`src/hdl/hdlc_pkg.sv`:
```
// ----------------------------------------------------------------------------
// hdlc_pkg
// Shared types and constants for the half-duplex link controller.
// ----------------------------------------------------------------------------
package hdlc_pkg;

    // Width of the wrapping statistics counters
    localparam int COUNT_WIDTH = 16;

    // Configuration register indexes
    localparam logic REG_FRAME_LIMIT  = 1'b0;
    localparam logic REG_RESEND_LIMIT = 1'b1;

    // Reset values of the configuration registers
    localparam logic [7:0] FRAME_LIMIT_RESET  = 8'd10;
    localparam logic [3:0] RESEND_LIMIT_RESET = 4'd3;

    // Raw command codes on the input channel
    typedef enum logic [3:0] {
        CMD_ENQ        = 4'd0,
        CMD_EOT        = 4'd1,
        CMD_ACK0       = 4'd2,
        CMD_ACK1       = 4'd3,
        CMD_NAK        = 4'd4,
        CMD_DATA       = 4'd5,
        CMD_TIMEOUT    = 4'd6,
        CMD_SEND_REQ   = 4'd7,
        CMD_IDLE_TICK  = 4'd8,
        CMD_CONNECT    = 4'd9,
        CMD_DISCONNECT = 4'd10,
        CMD_NONE       = 4'd11
    } cmd_t;

    // Classified link events, as held in the queue
    typedef enum logic [3:0] {
        EV_ENQ,
        EV_EOT,
        EV_ACK,
        EV_NAK,
        EV_DATA_GOOD,
        EV_DATA_BAD,
        EV_TIMEOUT,
        EV_SEND_REQ,
        EV_IDLE_TICK,
        EV_CONNECT,
        EV_DISCONNECT,
        EV_NONE
    } event_t;

    // Frame to transmit
    typedef enum logic [2:0] {
        TX_NONE    = 3'd0,
        TX_ACK0    = 3'd1,
        TX_ENQ     = 3'd2,
        TX_NAK     = 3'd3,
        TX_ACK_SEQ = 3'd4,
        TX_DATA    = 3'd5,
        TX_EOT     = 3'd6
    } tx_kind_t;

    // Link state
    typedef enum logic [2:0] {
        LS_DISCONNECTED = 3'd0,
        LS_IDLE         = 3'd1,
        LS_BIDDING      = 3'd2,
        LS_SENDING      = 3'd3,
        LS_BACKOFF      = 3'd4,
        LS_RECEIVING    = 3'd5
    } link_state_t;

    // Input transaction payload
    typedef struct packed {
        logic [3:0] cmd;
        logic       frame_good;
        logic       seq_bit;
        logic       have_data;
    } in_item_t;

    // Classified entry between front and back
    typedef struct packed {
        event_t ev;
        logic   seq_bit;
        logic   have_data;
    } evt_item_t;

    // Result transaction payload
    typedef struct packed {
        tx_kind_t                 send_kind;
        logic                     send_seq;
        logic                     pop_head;
        logic                     deliver;
        link_state_t              link_state;
        logic [COUNT_WIDTH-1:0]   sent_count;
        logic [COUNT_WIDTH-1:0]   resend_count;
        logic [COUNT_WIDTH-1:0]   good_count;
        logic [COUNT_WIDTH-1:0]   bad_count;
        logic [COUNT_WIDTH-1:0]   dup_count;
    } out_item_t;

    // Configuration as seen by the back end
    typedef struct packed {
        logic [7:0] frame_limit;
        logic [3:0] resend_limit;
    } cfg_t;

endpackage

```
`src/hdl/hdlc_regs.sv`:
```
// ----------------------------------------------------------------------------
// hdlc_regs
// APB-style configuration registers: frame limit per turn and resend limit.
// ----------------------------------------------------------------------------
module hdlc_regs (
    input  logic              aclk,
    input  logic              aresetn,
    input  logic              psel,
    input  logic              penable,
    input  logic              pwrite,
    input  logic [2:0]        paddr,
    input  logic [31:0]       pwdata,
    output logic [31:0]       prdata,
    output logic              pready,
    output hdlc_pkg::cfg_t    cfg
);
    import hdlc_pkg::*;

    logic [7:0] frame_limit_reg;
    logic [3:0] resend_limit_reg;
    logic       wr_en;
    logic       reg_sel;

    assign pready  = 1'b1;
    assign wr_en   = psel & penable & pwrite;
    assign reg_sel = paddr[2];

    // Register writes
    always_ff @(posedge aclk) begin
        if (!aresetn) begin
            frame_limit_reg  <= FRAME_LIMIT_RESET;
            resend_limit_reg <= RESEND_LIMIT_RESET;
        end else if (wr_en) begin
            unique case (reg_sel)
                REG_FRAME_LIMIT:  frame_limit_reg  <= pwdata[7:0];
                REG_RESEND_LIMIT: resend_limit_reg <= pwdata[3:0];
                default: ;
            endcase
        end
    end

    // Read back
    always_comb begin
        unique case (reg_sel)
            REG_FRAME_LIMIT:  prdata = {24'd0, frame_limit_reg};
            REG_RESEND_LIMIT: prdata = {28'd0, resend_limit_reg};
            default:          prdata = 32'd0;
        endcase
    end

    assign cfg.frame_limit  = frame_limit_reg;
    assign cfg.resend_limit = resend_limit_reg;

endmodule

```
`src/hdl/hdlc_front.sv`:
```
// ----------------------------------------------------------------------------
// hdlc_front
// Front end: takes input transactions and classifies the raw command into
// a link event, folding the integrity flag into data events.
// ----------------------------------------------------------------------------
module hdlc_front (
    input  logic                  s_valid,
    output logic                  s_ready,
    input  hdlc_pkg::in_item_t    s_data,
    output logic                  push,
    output hdlc_pkg::evt_item_t   push_item,
    input  logic                  q_full
);
    import hdlc_pkg::*;

    event_t ev;

    assign s_ready = ~q_full;
    assign push    = s_valid & ~q_full;

    // Command decode; unused codes count as no event
    always_comb begin
        unique case (s_data.cmd)
            CMD_ENQ:        ev = EV_ENQ;
            CMD_EOT:        ev = EV_EOT;
            CMD_ACK0,
            CMD_ACK1:       ev = EV_ACK;
            CMD_NAK:        ev = EV_NAK;
            CMD_DATA:       ev = s_data.frame_good ? EV_DATA_GOOD : EV_DATA_BAD;
            CMD_TIMEOUT:    ev = EV_TIMEOUT;
            CMD_SEND_REQ:   ev = EV_SEND_REQ;
            CMD_IDLE_TICK:  ev = EV_IDLE_TICK;
            CMD_CONNECT:    ev = EV_CONNECT;
            CMD_DISCONNECT: ev = EV_DISCONNECT;
            default:        ev = EV_NONE;
        endcase
    end

    assign push_item.ev        = ev;
    assign push_item.seq_bit   = s_data.seq_bit;
    assign push_item.have_data = s_data.have_data;

endmodule

```
`src/hdl/hdlc_queue.sv`:
```
// ----------------------------------------------------------------------------
// hdlc_queue
// Two-entry event queue between front and back end. Push and pop may
// happen in the same cycle.
// ----------------------------------------------------------------------------
module hdlc_queue (
    input  logic                  aclk,
    input  logic                  aresetn,
    input  logic                  push,
    input  hdlc_pkg::evt_item_t   push_item,
    output logic                  full,
    input  logic                  pop,
    output logic                  q_valid,
    output hdlc_pkg::evt_item_t   head
);
    import hdlc_pkg::*;

    evt_item_t  slot_reg [2];
    logic       wr_ptr_reg, wr_ptr_next;
    logic       rd_ptr_reg, rd_ptr_next;
    logic [1:0] count_reg, count_next;

    assign full    = (count_reg == 2'd2);
    assign q_valid = (count_reg != 2'd0);
    assign head    = slot_reg[rd_ptr_reg];

    // Pointer and fill count update
    always_comb begin
        wr_ptr_next = push ? ~wr_ptr_reg : wr_ptr_reg;
        rd_ptr_next = pop  ? ~rd_ptr_reg : rd_ptr_reg;
        count_next  = count_reg + {1'b0, push} - {1'b0, pop};
    end

    always_ff @(posedge aclk) begin
        if (!aresetn) begin
            wr_ptr_reg <= 1'b0;
            rd_ptr_reg <= 1'b0;
            count_reg  <= 2'd0;
        end else begin
            wr_ptr_reg <= wr_ptr_next;
            rd_ptr_reg <= rd_ptr_next;
            count_reg  <= count_next;
        end
    end

    // Entry storage
    always_ff @(posedge aclk) begin
        if (push) begin
            slot_reg[wr_ptr_reg] <= push_item;
        end
    end

endmodule

```
`src/hdl/hdlc_back.sv`:
```
// ----------------------------------------------------------------------------
// hdlc_back
// Back end: link state machine, turn and resend tallies, statistics
// counters and the result register.
// ----------------------------------------------------------------------------
module hdlc_back (
    input  logic                  aclk,
    input  logic                  aresetn,
    input  hdlc_pkg::cfg_t        cfg,
    input  logic                  q_valid,
    input  hdlc_pkg::evt_item_t   head,
    output logic                  pop,
    output logic                  m_valid,
    input  logic                  m_ready,
    output hdlc_pkg::out_item_t   m_data
);
    import hdlc_pkg::*;

    localparam int C_SENT   = 0;
    localparam int C_RESEND = 1;
    localparam int C_GOOD   = 2;
    localparam int C_BAD    = 3;
    localparam int C_DUP    = 4;

    link_state_t            mode_reg, mode_next;
    logic [7:0]             frames_reg, frames_next;
    logic [4:0]             resend_reg, resend_next;
    logic                   last_seq_reg, last_seq_next;
    logic [COUNT_WIDTH-1:0] stat_reg [5];
    logic [COUNT_WIDTH-1:0] stat_next [5];
    logic [4:0]             bump;
    out_item_t              out_reg, out_next;
    logic                   out_valid_reg;

    tx_kind_t kind;
    logic     seq;
    logic     pop_head;
    logic     dlv;
    logic     try_send;

    // Take a new event whenever the result slot is free or being emptied
    assign pop     = q_valid & (~out_valid_reg | m_ready);
    assign m_valid = out_valid_reg;
    assign m_data  = out_reg;

    // Next state and outputs
    always_comb begin
        mode_next     = mode_reg;
        frames_next   = frames_reg;
        resend_next   = resend_reg;
        last_seq_next = last_seq_reg;
        kind          = TX_NONE;
        seq           = 1'b0;
        pop_head      = 1'b0;
        dlv           = 1'b0;
        bump          = 5'd0;
        try_send      = 1'b0;

        if (head.ev == EV_DISCONNECT) begin
            mode_next = LS_DISCONNECTED;
        end else begin
            unique case (mode_reg)
                LS_DISCONNECTED: begin
                    if (head.ev == EV_CONNECT) mode_next = LS_IDLE;
                end
                LS_IDLE, LS_BACKOFF: begin
                    if (head.ev == EV_ENQ) begin
                        kind          = TX_ACK0;
                        last_seq_next = 1'b1;
                        mode_next     = LS_RECEIVING;
                    end else if (head.ev == EV_IDLE_TICK) begin
                        kind = TX_EOT;
                    end else if (head.ev == EV_TIMEOUT) begin
                        mode_next = (mode_reg == LS_IDLE) ? LS_DISCONNECTED : LS_IDLE;
                    end else if (head.ev == EV_SEND_REQ && mode_reg == LS_IDLE) begin
                        kind      = TX_ENQ;
                        mode_next = LS_BIDDING;
                    end
                end
                LS_BIDDING: begin
                    if (head.ev == EV_ACK) begin
                        frames_next = 8'd0;
                        resend_next = 5'd0;
                        try_send    = 1'b1;
                    end else if (head.ev == EV_ENQ || head.ev == EV_TIMEOUT) begin
                        mode_next = LS_BACKOFF;
                    end
                end
                LS_SENDING: begin
                    if (head.ev == EV_ACK) begin
                        resend_next    = 5'd0;
                        frames_next    = frames_reg + 8'd1;
                        pop_head       = 1'b1;
                        bump[C_SENT]   = 1'b1;
                        try_send       = 1'b1;
                    end else if (head.ev == EV_NAK || head.ev == EV_TIMEOUT) begin
                        resend_next    = resend_reg + 5'd1;
                        bump[C_RESEND] = 1'b1;
                        try_send       = 1'b1;
                    end
                end
                LS_RECEIVING: begin
                    if (head.ev == EV_DATA_BAD) begin
                        kind        = TX_NAK;
                        bump[C_BAD] = 1'b1;
                    end else if (head.ev == EV_DATA_GOOD) begin
                        if (head.seq_bit != last_seq_reg) begin
                            last_seq_next = head.seq_bit;
                            dlv           = 1'b1;
                            bump[C_GOOD]  = 1'b1;
                        end else begin
                            bump[C_DUP] = 1'b1;
                        end
                        kind = TX_ACK_SEQ;
                        seq  = last_seq_next;
                    end else if (head.ev == EV_EOT || head.ev == EV_TIMEOUT) begin
                        mode_next = LS_IDLE;
                    end
                end
                default: mode_next = LS_DISCONNECTED;
            endcase
        end

        // Send the current frame or give up the line; check on the updated tallies
        if (try_send) begin
            if ((frames_next < cfg.frame_limit)
                    && (resend_next <= {1'b0, cfg.resend_limit})
                    && head.have_data) begin
                kind      = TX_DATA;
                seq       = frames_next[0];
                mode_next = LS_SENDING;
            end else begin
                mode_next = LS_BACKOFF;
            end
        end
    end

    // Wrapping statistics
    always_comb begin
        for (int i = 0; i < 5; i++) begin
            stat_next[i] = bump[i] ? stat_reg[i] + COUNT_WIDTH'(1) : stat_reg[i];
        end
    end

    // Result assembly
    always_comb begin
        out_next.send_kind    = kind;
        out_next.send_seq     = seq;
        out_next.pop_head     = pop_head;
        out_next.deliver      = dlv;
        out_next.link_state   = mode_next;
        out_next.sent_count   = stat_next[C_SENT];
        out_next.resend_count = stat_next[C_RESEND];
        out_next.good_count   = stat_next[C_GOOD];
        out_next.bad_count    = stat_next[C_BAD];
        out_next.dup_count    = stat_next[C_DUP];
    end

    // Link state and counters
    always_ff @(posedge aclk) begin
        if (!aresetn) begin
            mode_reg     <= LS_DISCONNECTED;
            frames_reg   <= 8'd0;
            resend_reg   <= 5'd0;
            last_seq_reg <= 1'b1;
            for (int i = 0; i < 5; i++) begin
                stat_reg[i] <= '0;
            end
        end else if (pop) begin
            mode_reg     <= mode_next;
            frames_reg   <= frames_next;
            resend_reg   <= resend_next;
            last_seq_reg <= last_seq_next;
            for (int i = 0; i < 5; i++) begin
                stat_reg[i] <= stat_next[i];
            end
        end
    end

    // Result register
    always_ff @(posedge aclk) begin
        if (!aresetn) begin
            out_valid_reg <= 1'b0;
        end else if (pop) begin
            out_valid_reg <= 1'b1;
        end else if (m_ready) begin
            out_valid_reg <= 1'b0;
        end
    end

    always_ff @(posedge aclk) begin
        if (pop) begin
            out_reg <= out_next;
        end
    end

endmodule

```
`src/hdl/half_duplex_link_controller.sv`:
```
// An accepted transaction is first stored in the event queue, then registered in the result
// register, from which it can be taken.
// Throughput: one transaction per cycle; a held-off result stalls the back end,
// the two-entry event queue then fills and s_ready drops until it drains.
// Reset (aresetn low, synchronous): link disconnected, tallies and counters zero,
// last received sequence 1, limits back to 10 frames and 3 resends.
// ----------------------------------------------------------------------------
// half_duplex_link_controller
// Half-duplex stop-and-wait link controller with APB configuration port.
// ----------------------------------------------------------------------------
module half_duplex_link_controller (
    input  logic                  aclk,
    input  logic                  aresetn,
    input  logic                  s_valid,
    output logic                  s_ready,
    input  hdlc_pkg::in_item_t    s_data,
    output logic                  m_valid,
    input  logic                  m_ready,
    output hdlc_pkg::out_item_t   m_data,
    input  logic                  psel,
    input  logic                  penable,
    input  logic                  pwrite,
    input  logic [2:0]            paddr,
    input  logic [31:0]           pwdata,
    output logic [31:0]           prdata,
    output logic                  pready
);
    import hdlc_pkg::*;

    cfg_t      cfg;
    logic      push;
    evt_item_t push_item;
    logic      q_full;
    logic      q_pop;
    logic      q_valid;
    evt_item_t q_head;

    hdlc_regs u_regs (
        .aclk    (aclk),
        .aresetn (aresetn),
        .psel    (psel),
        .penable (penable),
        .pwrite  (pwrite),
        .paddr   (paddr),
        .pwdata  (pwdata),
        .prdata  (prdata),
        .pready  (pready),
        .cfg     (cfg)
    );

    hdlc_front u_front (
        .s_valid   (s_valid),
        .s_ready   (s_ready),
        .s_data    (s_data),
        .push      (push),
        .push_item (push_item),
        .q_full    (q_full)
    );

    hdlc_queue u_queue (
        .aclk      (aclk),
        .aresetn   (aresetn),
        .push      (push),
        .push_item (push_item),
        .full      (q_full),
        .pop       (q_pop),
        .q_valid   (q_valid),
        .head      (q_head)
    );

    hdlc_back u_back (
        .aclk    (aclk),
        .aresetn (aresetn),
        .cfg     (cfg),
        .q_valid (q_valid),
        .head    (q_head),
        .pop     (q_pop),
        .m_valid (m_valid),
        .m_ready (m_ready),
        .m_data  (m_data)
    );

endmodule
```
`config.mk`:
```
export PLATFORM = sky130hd
export DESIGN_NAME = half_duplex_link_controller
export DESIGN_NICKNAME = d
export VERILOG_FILES = /design/src/hdl/hdlc_pkg.sv /design/src/hdl/hdlc_regs.sv /design/src/hdl/hdlc_front.sv /design/src/hdl/hdlc_queue.sv /design/src/hdl/hdlc_back.sv /design/src/hdl/half_duplex_link_controller.sv
export SDC_FILE = /design/constraint.sdc
export NUM_CORES = 1
export LEC_CHECK = 0
export BUFFER_PORTS_ARGS = -buffer_cell sky130_fd_sc_hd__buf_2
export CAP_MARGIN = 20
export CELL_PAD_IN_SITES_DETAIL_PLACEMENT = 0
export CELL_PAD_IN_SITES_GLOBAL_PLACEMENT = 1
export CORE_ASPECT_RATIO = 2
export CORE_UTILIZATION = 45
export CTS_CLUSTER_DIAMETER = 120
export CTS_CLUSTER_SIZE = 8
export DETAILED_ROUTE_END_ITERATION = 8
export PLACE_DENSITY_LB_ADDON = 0.1
export SLEW_MARGIN = 20
export SYNTH_ARGS = -nofsm -noshare
export SYNTH_HDL_FRONTEND = slang
export SYNTH_SLANG_ARGS = --single-unit
```
`constraint.sdc`:
```
create_clock -name aclk -period 6 [get_ports aclk]
set_input_delay 0.6 -clock aclk [delete_from_list [all_inputs] [get_ports aclk]]
set_output_delay 0.6 -clock aclk [all_outputs]
set_load 0.03 [all_outputs]
```
==> results.txt, run 1 <==
Final-layout fill cell count: 2103. The area of the die is 0.0241 mm^2, and the signal arrival time at the worst endpoint is 4.60 ns. After routing, the total negative slack on setup checks comes to 0 ns. The global-route wire length before repair was 34800 um.

On the critical path, the stage with the largest delay is an instance of dfxtp_1. The count of unresolved DRC violations after routing is 0. The logs give 78 for the number of cell rows and 0 for the number of antenna violations at the first check in global routing.

After global routing the overflow that remains totals 0. After synthesis, the mean cell area works out to 12.0 um^2. For this run, the top clock speed supported by timing is 233 MHz.

In this run the clock root is driven by a clkbuf_16. The worst setup path is captured at a register. The minimum hold slack is 0.260 ns. For the final weighted congestion in routability-driven placement, the log shows 0.788.

The cell accounting for the most synthesized area is edfxtp_1. For the TritonCTS buffer count, the log shows 30. Summed over its instances, the top area cell type makes up 51.6% of the synthesized netlist area. The share of async-settable or async-resettable flops after synthesis is 0%. Summing all multi-input logic gate instances after layout gives 0.00407 mm^2.

The finished layout holds 1309 standard cells, fillers aside. The critical path is of the register to register type. Counting I/O delays and the setup requirement, the final critical path takes 4.30 ns. The first routing iteration left 318 violations. The required time of the worst setup path was 6.30 ns; the synthesis-to-finish area growth was 15.7%. The global routing usage summed across all routing layers is 18.9%. Maximum clock skew at final layout: 0.0225 ns. TritonCTS built the clock tree. After legalization and detailed placement, the total HPWL measured 15200 um. By instance count, the cell type seen most on the critical path is a21oi_1.

The height of the die is 218 um. The number of cells after detailed placement was 1254; the count of final setup violators was 0. The horizontal extent of the die works out to 110 um.

Kind of start point of the critical path: a register. The cell leakage power was 4.78 nW; the count of final hold-check violations was 0. The longest clock path from root to sink contains 3 buffers. The floorplan step defined a core boundary enclosing 0.0228 mm^2. The number of synthesized flops with an enable pin was 181.

In this run, distinct cell masters in the synthesized netlist total 72. Number of buffers and inverters on the critical path: 0. The clock transition time at the flip-flop clock pins of the worst setup and hold paths is 0.05 ns, and the worst-path maximum fanout is 23. The number of placed I/O pins is 173, and the number of register bits inferred by synthesis is 216. The run gives 0 as the max-cap violation count. The number of gates resized after cts is 0, and the count of mapped cells out of synthesis is 881.

The logs give 216 for the total number of clock tree sinks and 0 for the antenna cell count. Buffers placed on the I/O ports in this run total 121. The tools report the count of pins over their slew limit as 0. Yosys printed 0 warnings. The first TritonRoute pass finished after 5 iterations. In this design, the stage delay of the slowest critical-path cell is 0.79 ns.

The min-delay analysis places its worst path in the category primary input to register. The number of global-route vias before repair is 6790. The net count of the finished layout is 1076. The number of flip-flops under the largest register name was 89.

For this configuration, the core starts out at a cell density of 46.1%. By count the netlist is led by edfxtp_1 (181), nor2b_1 (86), nand2_1 (70). Across the VDD grid, the largest voltage drop is 0.000298 V. Entering global routing, the biggest net connects 72 pins.

Setup repair after global routing left no endpoint under its margin. In this run the cell area of the synthesized design comes to 0.0105 mm^2. In the routed layout, each cell is associated on average with a via count of 5.29. In this run the power density over the cells is 504 mW/mm^2.

At the pin with the least slew margin, the transition time is 0.943 ns. The kind of cell adding the most delay to the critical path was compound AO/OA/AOI/OAI gates. The final wirelength was 22100 um; the clock latency on the worst-skew pair was 0.55 ns. The most common cell in the synthesized netlist is edfxtp_1. Walking the worst path, the cells encountered are nor3b_2 -> o22ai_2 -> a21oi_1 -> nand2b_1 -> o21ai_0 -> nand2_1 -> ha_1 -> a21oi_1 -> a41oi_1 -> a2111oi_0 -> o2111ai_1 -> a211o_1 -> and2_1.

Yosys attributes the largest share of cell area to edfxtp_1 (52%), dfxtp_1 (6.7%), nor2b_1 (5.1%), xnor2_1 (3.8%), xor2_1 (3.0%). The share of post-route cells with drive strength above 1 was 19.6%; the sequential cell area was 0.00614 mm^2. Sequential cells were found to cover 58.3% of the synthesized design area. In the synthesized netlist the dominant register cell turns out to be edfxtp_1.

The flow ran to the end, and the final reports show no timing, DRC or antenna violations. Once the clock tree was built, the setup fixing pass inserted 0 buffers. After detailed routing, the average wire length per cell comes to 16.9 um. For this block, the via count after detailed routing is 6919.

The H-tree depth came out at 1. The final critical-path share of the clock period came out at 71.7%. The number of hold-repair buffers added at the cts stage is 0. Measured against its own limit, the worst slew margin works out to 37.1%.

The count of nets left with antenna violations once routing finished came out at 0.
## routing by layer
metal / part of all wire (%) / vias to the layer above / GRT usage [%]
met5: 0 / - / 0
met4: 3.4 / 0 / 7.89
met3: 4.0 / 43 / 2.42
met2: 55 / 171 / 35.3
met1: 37 / 3312 / 20.8
li1: - / 3393 / -
## placed cells by master, fill, tap and decap left out, types with 8 or more instances in the layout
| cell | n |
|---|---|
| nand4_1 | 16 |
| o21ai_0 | 22 |
| a21oi_1 | 9 |
| nor4_1 | 10 |
| nor3b_1 | 9 |
| and3_1 | 19 |
| and2_1 | 11 |
| xnor2_1 | 46 |
| clkbuf_16 | 31 |
| nand3_1 | 34 |
| conb_1 | 25 |
| edfxtp_1 | 181 |
| buf_2 | 121 |
| nand2b_1 | 10 |
| nor2_1 | 39 |
| nor2b_1 | 86 |
| dfxtp_1 | 35 |
| nor3_1 | 12 |
| xor2_1 | 36 |
| nand2_1 | 68 |
| clkbuf_1 | 24 |
| inv_1 | 26 |
| or2_2 | 8 |
| ha_1 | 21 |
## final cells by class
class	count	area share (%)
multi-input cells	602	33.4
flip-flops and latches	216	50.4
well taps	280	2.88
clock buffers	55	7.11
inverters	28	0.883
repair buffers	128	5.40
## where the power goes
group          leakage [nW]  internal, mW  switching (mW)
Combinational          2.22         0.575            1.34
Clock                 0.410         0.954           0.607
Sequential             2.14          2.34           0.324
Total                  4.78          3.87            2.27
## logic make-up after synthesis
family,after synthesis,share of synthesized area [%]
adder cells (fa/ha/maj),21,2.49
XOR/XNOR,83,7.08
other,2,0.0713
flip-flops,216,58.3
AO/OA/AOI/OAI,96,6.75
AND/OR/NAND/NOR,363,19.8
buffers and inverters,86,4.11
multiplexers,14,1.44
## through the flow
| stage | worst slack, ns | power [mW] | cell area [um^2] | util (%) |
|---|---|---|---|---|
| 2_1_floorplan | 1.06 | 4.09 | 10600 | - |
| 3_3_place_gp | 1.72 | 4.61 | 11300 | 49.5 |
| 3_5_place_dp | 1.70 | 4.64 | 11300 | 49.6 |
| 4_1_cts | 1.67 | 6.22 | 12200 | 53.3 |
| 5_1_grt | 1.24 | 6.49 | 12200 | 53.3 |
| 6_report | 1.70 | 6.14 | 12200 | 53.3 |
## path summary, 6_finish.rpt
| path | start | end | slack (ns) | cells past startpoint |
|---|---|---|---|---|
| worst min register to register | u_regs.frame_limit_reg[2]$_SDFFE_PN0P_ | u_regs.frame_limit_reg[2]$_SDFFE_PN0P_ | 0.46 | 2 |
| worst min-delay path | s_data[1] | u_queue.slot_reg[1][1]$_DFFE_PP_ | 0.26 | 1 |
| worst max register to register | register | u_back.m_data[82]$_DFFE_PP_ | 1.70 | 13 |
| worst max-delay path | register | u_back.m_data[82]$_DFFE_PP_ | 1.70 | 13 |
(Power assumes the default switching activity.)
==> run 2, diff against run 1 <==
- ABC_AREA: default -> 1
- CORE_UTILIZATION: 45 -> 44
- clock period: 6 -> 4.2 ns (I/O delays scaled with it)
==> run 2 against run 1 <==
Net effect:
- sequential power rose by 39%
- clock power is 44% higher
- global-route usage grew 1.0 points
- combinational power increased by 52%
- critical path depth is 5 higher
- highest routed layer unchanged
- hold slack lost 0.19 ns
- cell area grew 6.0%
- register-to-register slack worse by 1.0 ns
==> results.txt, run 2 <==
The max-cap violation count is 0, and the required time of the worst setup path is 4.51 ns. Traced cell by cell, the critical path runs through inv_1 -> nand2_2 -> nand2_4 -> nor2_1 -> nand2_2 -> nand2_1 -> nand2_2 -> o21ai_0 -> ha_1 -> inv_1 -> nor2_1 -> o211ai_1 -> nand2_1 -> a21oi_1 -> nand3_1 -> nor2_1 -> nand2_2 -> and2_1. Setup repair after global routing left no endpoint under its margin. Count of unresolved DRC violations after routing: 0. The longest clock path from root to sink contains 3 buffers.

After synthesis, the netlist uses 55 different library cells. STA classifies the critical path startpoint as a register. The final critical path takes up 83.5% of the cycle.

Core area: 0.0249 mm^2. The wire length per cell is 14.9 um. Detailed routing inserted a total of 8063 vias. Most common cell after layout, fill and taps aside: nand2_1. The number of global-route vias before repair was 8063.

The horizontal extent of the die was 115 um; the routed via count divided by cell count was 4.79. After global routing the overflow that remains totals 0. After synthesis the netlist holds a flip-flop and latch count of 216. Routability-driven placement finished with a final weighted congestion of 0.856.

The register with the most flip-flops in the layout has 89 of them. Cells with a size suffix above 1 make up 17.9% of the layout. The actual slew at the worst max-slew pin is 0.854 ns, and the worst-path maximum fanout is 11.

Clock tree synthesis found a total of 216 sinks. The cell accounting for the most synthesized area was edfxtp_1. The number of antenna violations at the first check in global routing came out at 0. Headroom to the max-slew limit came out at 43.1%.

Cell leakage power: 5.56 nW. Row generation in the floorplan step produced 82 rows. The class of the most critical setup path was register to register.

The path class of the tightest hold or removal check is primary input to register. In this run, placement finished with an instance count of 1627. In this design, the critical path's most frequently occurring cell is nand2_2. The number of synthesized flops with an enable pin was 181; the netlist area before placement was 0.0111 mm^2.

The final critical delay including setup and external delays works out to 3.51 ns. The tools report the cell at the root of the clock tree as clkbuf_16. In the final timing run, aggregate negative setup slack is 0 ns. Counting the fill cells in the layout gives 2372. Post-CTS timing repair inserted 0 buffers for setup. Combinational logic burns 32.7% of the power. Summing all multi-input logic gate instances after layout gives 0.00407 mm^2. Detailed placement finished with a half-perimeter wire length of 18300 um.

The height of the die is 227 um, and the number of input and output port buffers inserted is 121. Counting the buffers created by CTS gives 30. The tools report the count of pins over their slew limit as 0. In this run the count of I/O pins placed on the die edge is 173. Sorting the synthesized cells by area gives the leading types as edfxtp_1 (49%), nand2_1 (7.8%), inv_1 (6.3%), dfxtp_1 (6.3%), nor2_1 (3.8%).

The die covers 0.0260 mm^2. Clock transition time at the flip-flop clock pins of the worst setup and hold paths: 0.05 ns. The antenna cell count is 0, and the count of final setup violators is 0.

Entering global routing, the biggest net connects 59 pins. The first global-routing pass estimated 39600 um of wire. In this run, the number of DRC markers left after iteration 0 of detailed routing was 368. After synthesis, flip-flops and latches occupy 55.0% of the total area.

The run finished with clean final reports. The peak per-stage delay on the critical path was 0.54 ns. At the worst endpoint, the arrival time is 3.81 ns.

Net switching is 39.1% of the power. The hold path startpoint was s_data[1]. In the layout the commonest cells are nand2_1 (232), inv_1 (186), edfxtp_1 (181).

The run gives 285 MHz as the fmax. Once the clock tree was built, the resizer swapped 0 gates to a different size. For this configuration, the core starts out at a cell density of 44.7%.

The clock network fraction of total power was 25.4%. STA classifies the critical path endpoint as a register. Each instance of the synthesized netlist takes up on average 9.43 um^2. In the final design database the tool counted 1393 nets.

The number of iterations in the first detailed-routing pass was 4; the count of final hold-check violations was 0. Counting every instance in the synthesized netlist gives 1182. Power comes to 8.87 mW. The power density over cell area was 686 mW/mm^2; the utilization of the core after routing was 51.8%. The logs give 25100 um for the final wirelength and 0.56 ns for the clock latency on the worst-skew pair. The share of async-settable or async-resettable flops after synthesis came out at 0%. The finished layout holds 1682 standard cells, fillers aside.

IR analysis of the VDD net gives a maximum drop of 0.000537 V. Summed over its instances, the top area cell type makes up 48.8% of the synthesized netlist area. Hold repair after CTS inserted 0 buffers.

The tools report the H-tree depth as 1. The most used flip-flop cell after synthesis is edfxtp_1. The tools report the switching power total as 3.47 mW. TritonCTS built the clock tree.

Once detail routing completed, the nets flagged for antenna violations numbered 0. The largest individual stage delay along the critical path comes from the cell dfxtp_1. For this run, the total global-route usage over all layers was measured as 19.9%. The commonest cells after synthesis are nand2_1 (232), inv_1 (187), edfxtp_1 (181).

Compared with the post-synthesis result, the final layout area differs by 15.9%. Sequential cells account for 41.9% of the total power. The library cell with the highest instance count after synthesis was nand2_1. The Yosys step of the flow raised 0 warnings. On the final layout, the worst clock skew is 0.0139 ns.

The run gives 0.00614 mm^2 as the sequential cell area. The internal portion of the total power is 5.40 mW.
[run 2: cell count changes in the layout (fill, tap and decap cells not counted), sizes merged, moves of 18 or more]
cell / previous run / this run
a21oi: 9 / 47
nor3: 16 / 44
xnor2: 47 / 9
inv: 28 / 195
o21ai: 23 / 49
nor2: 40 / 130
nand2: 70 / 254
nor2b: 86 / 0
and3: 19 / 1
nand3: 34 / 55
[run 2: logic make-up after synthesis]
kind of cell               count (synthesis)  synth area share (%)
DFF                                      216                  55.0
adders and majority gates                 21                  2.36
buffers and inverters                    243                  9.34
xor gates and xnor gates                  54                  4.68
and+or+nand+nor                          528                  22.7
other                                      2                0.0674
AOI/OAI and AO/OA                        118                  5.81
[run 2: area by class of cell]
type,instances,area share (%)
clock buffers,55,6.70
inverters,199,5.85
multi-input cells,746,31.5
flip-flops and latches,216,47.5
well taps,336,3.25
repair buffers,130,5.21
[run 2: worst max-delay path: cells and delay by family (launching register included)]
kind                       cells  cell delay, ns
and+or+nand+nor               12            1.55
DFF                            1            0.54
adders and majority gates      1            0.30
AOI/OAI and AO/OA              3            0.59
buffers and inverters          2            0.27
[run 2: per-stage QoR]
step / hold WS (ns) / setup slack [ns] / instance area (um^2)
6_report: 0.0709 / 0.695 / 12900
5_1_grt: 0.0582 / 0.319 / 12900
4_1_cts: 0.0421 / 0.654 / 12900
3_5_place_dp: 0.463 / 0.669 / 12100
3_3_place_gp: 0.453 / 0.697 / 12100
2_1_floorplan: 0.443 / 0.399 / 11200
[run 2: final timing paths]
check                                                        end  slack, ns  cells after the start
worst max-delay path                 u_back.m_data[82]$_DFFE_PP_       0.69                     18
worst min-delay path            u_queue.slot_reg[0][1]$_DFFE_PP_       0.07                      1
worst max register to register       u_back.m_data[82]$_DFFE_PP_       0.69                     18
worst min register to register                          register       0.47                      1
[run 2: layer usage]
layer / GRT usage [%] / part of all wire, %
met5: 0 / 0
met4: 9.89 / 3.9
met3: 2.37 / 3.0
met2: 40.2 / 57
met1: 19.2 / 36
[run 2: power by group through the flow]
| stage | Combinational [mW] | Clock [mW] | Sequential (mW) |
|---|---|---|---|
| 2_1_floorplan | 1.31 | 0 | 4.52 |
| 3_3_place_gp | 2.92 | 0 | 3.75 |
| 3_5_place_dp | 2.94 | 0 | 3.76 |
| 4_1_cts | 2.96 | 2.32 | 3.73 |
| 5_1_grt | 3.18 | 2.38 | 3.80 |
| 6_report | 2.90 | 2.25 | 3.71 |
==> run 3, diff against run 2 <==
- clock period: 4.2 -> 3.6 ns (I/O delays scaled with it)
==> run 3 against run 2 <==
Net effect:
- die area unchanged
- global-route usage is 0.16 points lower
- combinational power increased by 18%
- maximum frequency grew 6.3%
- largest power group unchanged
- wire length is essentially flat
- count of clock-buffer cells in the layout decreased by 2
- power rose by 16%
==> results.txt, run 3 (same netlist as run 2, synthesis figures left out) <==
The tools report the sort of element at the end of the critical path as a register. Once detail routing completed, the nets flagged for antenna violations numbered 0. The number of iterations in the first detailed-routing pass was 7; the wire length per cell was 14.9 um. The final layout contains 1398 nets. The height of the die was 227 um; the antenna cell count was 0. The later pin in the worst-skew pair is clocked with a latency of 0.56 ns. At the worst endpoint, the arrival time is 3.62 ns. After detailed routing, the total wire length is 25100 um.

The core region is 0.0249 mm^2. Top routing layer in use: met4. The floorplan step set the die width to 115 um. For the count of pins over their slew limit, the log shows 0. The maximum ir drop on the vdd rail was 0.000427 V; the power share of the combinational group was 33.1%. The setup check on the worst reg-to-reg path leaves a slack of 0.30 ns. The logs give 25.0% for the clock network fraction of total power and 0.0211 ns for the maximum clock skew at final layout.

Once placement finished, the instance area stood at 0.0121 mm^2. Detailed routing placed a total of 14400 um of wire on met2. Following the worst setup path forward leads to its endpoint at u_back.m_data[82]$_DFFE_PP_.

The flow ran to the end, and the final reports show no timing, DRC or antenna violations. The actual slew at the worst max-slew pin works out to 0.724 ns. Internal power comes to 6.28 mW. 173 I/O pins were placed. The tools report the final-layout fill cell count as 2401.

In the routed layout, each cell is associated on average with a via count of 4.84. The tools report the endpoint of the lowest-slack register-to-register path as u_back.m_data[82]$_DFFE_PP_. Timing analysis after detailed placement gives a worst setup slack of 0.265 ns. Global routing usage summed across all routing layers: 19.7%. Among all stages on the critical path, the largest delay is contributed by dfxtp_1.

For the worst setup path, the data required time is 3.92 ns. Post-CTS timing repair inserted 0 buffers for setup. The initial core utilization was 44.7%.

CTS saw 216 sinks. The power density over cell area was 796 mW/mm^2; the switching share of power was 39.2%. The H-tree depth came out at 1. The count of final hold-check violations is 0.

The final cell area excluding filler cells came out at 0.0130 mm^2. Sequential cells burn 41.9% of the power. The final critical delay including setup and external delays came out at 3.30 ns. The worst-path maximum fanout came out at 8. The worst hold path belongs to the class primary input to register. For the max-cap violation count, the log shows 0. TritonCTS built the clock tree. Summing over every cut layer, the via total after detailed routing is 8162.

Summing internal, switching and leakage power gives 10.3 mW. The number of antenna violations at the first check in global routing is 0. The signal on the critical path passes through inv_1 -> nand2_2 -> nand2_4 -> nor2_1 -> nand2_2 -> nand2_1 -> nand2_2 -> o21ai_0 -> ha_1 -> inv_1 -> nor2_1 -> o211ai_1 -> nand2_1 -> a21oi_1 -> nand3_1 -> nor2_1 -> nand2_2 -> and2_1. For this run, design rule violations remaining after detail routing come to 0.

For the TritonCTS buffer count, the log shows 30. The number of global-route vias before repair was 8107; the number of flip-flops under the largest register name was 89. For the worst flop-to-flop path, the logic depth is 18. Leaving out fill and tap cells, the most frequent cell in the layout is nand2_1. The initialized floorplan defines 82 standard-cell rows.

In this run the clock root is driven by a clkbuf_16. The global-route wire length before repair is 39400 um. The critical path is of the register to register type. The post-route netlist has 18.1% of its cells at a drive strength greater than 1. Setup repair after global routing left no endpoint under its margin.

The final critical-path share of the clock period is 91.6%. For this design the static power due to leakage is 5.58 nW. The worst setup path is launched from a register.

Once detailed placement completed, the half-perimeter wirelength came to 18300 um. The longest clock path from root to sink contains 3 buffers. The area of the die came out at 0.0260 mm^2. In the layout the commonest cells are nand2_1 (232), inv_1 (186), edfxtp_1 (181).

The cell repeated most along the worst path is nand2_2. The aggregate negative setup slack came out at 0 ns. The worst pin sits at a relative slew slack of 51.3%.

Across all setup checks in the final design, the least slack found is 0.301 ns. The violation count after the first detailed-routing iteration was 388; the synthesis-to-finish area growth was 16.3%. The clock transition time at the flip-flop clock pins of the worst setup and hold paths is 0.06 ns. The routed design uses 980 um of met3 wire.

The tools report the remaining global-route overflow as 0. The number of input and output port buffers inserted works out to 121. The final weighted congestion in routability-driven placement was 0.854. Summed over all nets, the switching power comes to 4.05 mW. Setup violations remaining at the end of the flow were counted as 0. The peak per-stage delay on the critical path is 0.46 ns, and the fmax is 303 MHz. Entering global routing, the biggest net connects 89 pins.

The tools report the detailed-route wire length on metal 1 as 8800 um.
## run 3: repair_timing
item	in CTS	in global routing
endpoints found under the setup margin	0	1
hold buffers	2	0
resized for setup	0	1
endpoints found under the hold margin	4	0
## run 3: layer usage
metal	up-vias	global-route usage [%]
li1	4134	-
met1	3800	19.0
met2	170	40.3
met3	58	2.69
met4	0	8.59
met5	-	0
## run 3: how the worst min path moves through the flow
stage | slack [ns] | cells after the start | end | startpoint
floorplan | 0.44 | 1 | u_queue.count_reg[1]$_SDFF_PN0_ | u_queue.count_reg[1]$_SDFF_PN0_
global placement | 0.45 | 1 | register | u_queue.rd_ptr_reg$_SDFFE_PN0P_
detailed placement | 0.46 | 1 | u_queue.rd_ptr_reg$_SDFFE_PN0P_ | u_queue.rd_ptr_reg$_SDFFE_PN0P_
CTS | 0.02 | 3 | u_regs.frame_limit_reg[3]$_SDFFE_PN1P_ | pwdata[3]
global route | 0.05 | 3 | u_regs.frame_limit_reg[1]$_SDFFE_PN1P_ | pwdata[1]
finish | 0.04 | 3 | u_regs.resend_limit_reg[0]$_SDFFE_PN1P_ | pwdata[0]
## run 3: cell type report
class | instances | area, um^2 | area share, %
flip-flops and latches | 216 | 6140 | 47.3
multi-input cells | 746 | 4070 | 31.4
clock buffers | 53 | 837 | 6.46
inverters | 199 | 759 | 5.86
repair buffers | 135 | 728 | 5.62
well taps | 336 | 420 | 3.24
clock inverters | 1 | 16.3 | 0.125
## run 3: stage by stage
stage | hold slack [ns] | utilization, % | instances
final | 0.0399 | 52.0 | 1686
after global routing | 0.0489 | 52.0 | 1686
after CTS | 0.0180 | 52.0 | 1686
after detailed placement | 0.463 | 48.5 | 1630
after global placement | 0.453 | 48.5 | 1630
after floorplan | 0.443 | - | 1205
## run 3: power groups by stage
stage               combinational (mW)  clock, mW  sequential (mW)
floorplan                         1.54          0             5.27
global placement                  3.44          0             4.37
detailed placement                3.48          0             4.37
CTS                               3.49       2.66             4.34
global route                      3.75       2.74             4.43
finish                            3.42       2.59             4.33
## run 3: worst max-delay path: cells and delay by family, from the launching register on
kind                       cells  cell delay, ns
adders and majority gates      1            0.31
and+or+nand+nor               12            1.47
buffers and inverters          2            0.24
AOI/OAI and AO/OA              3            0.58
DFF                            1            0.46
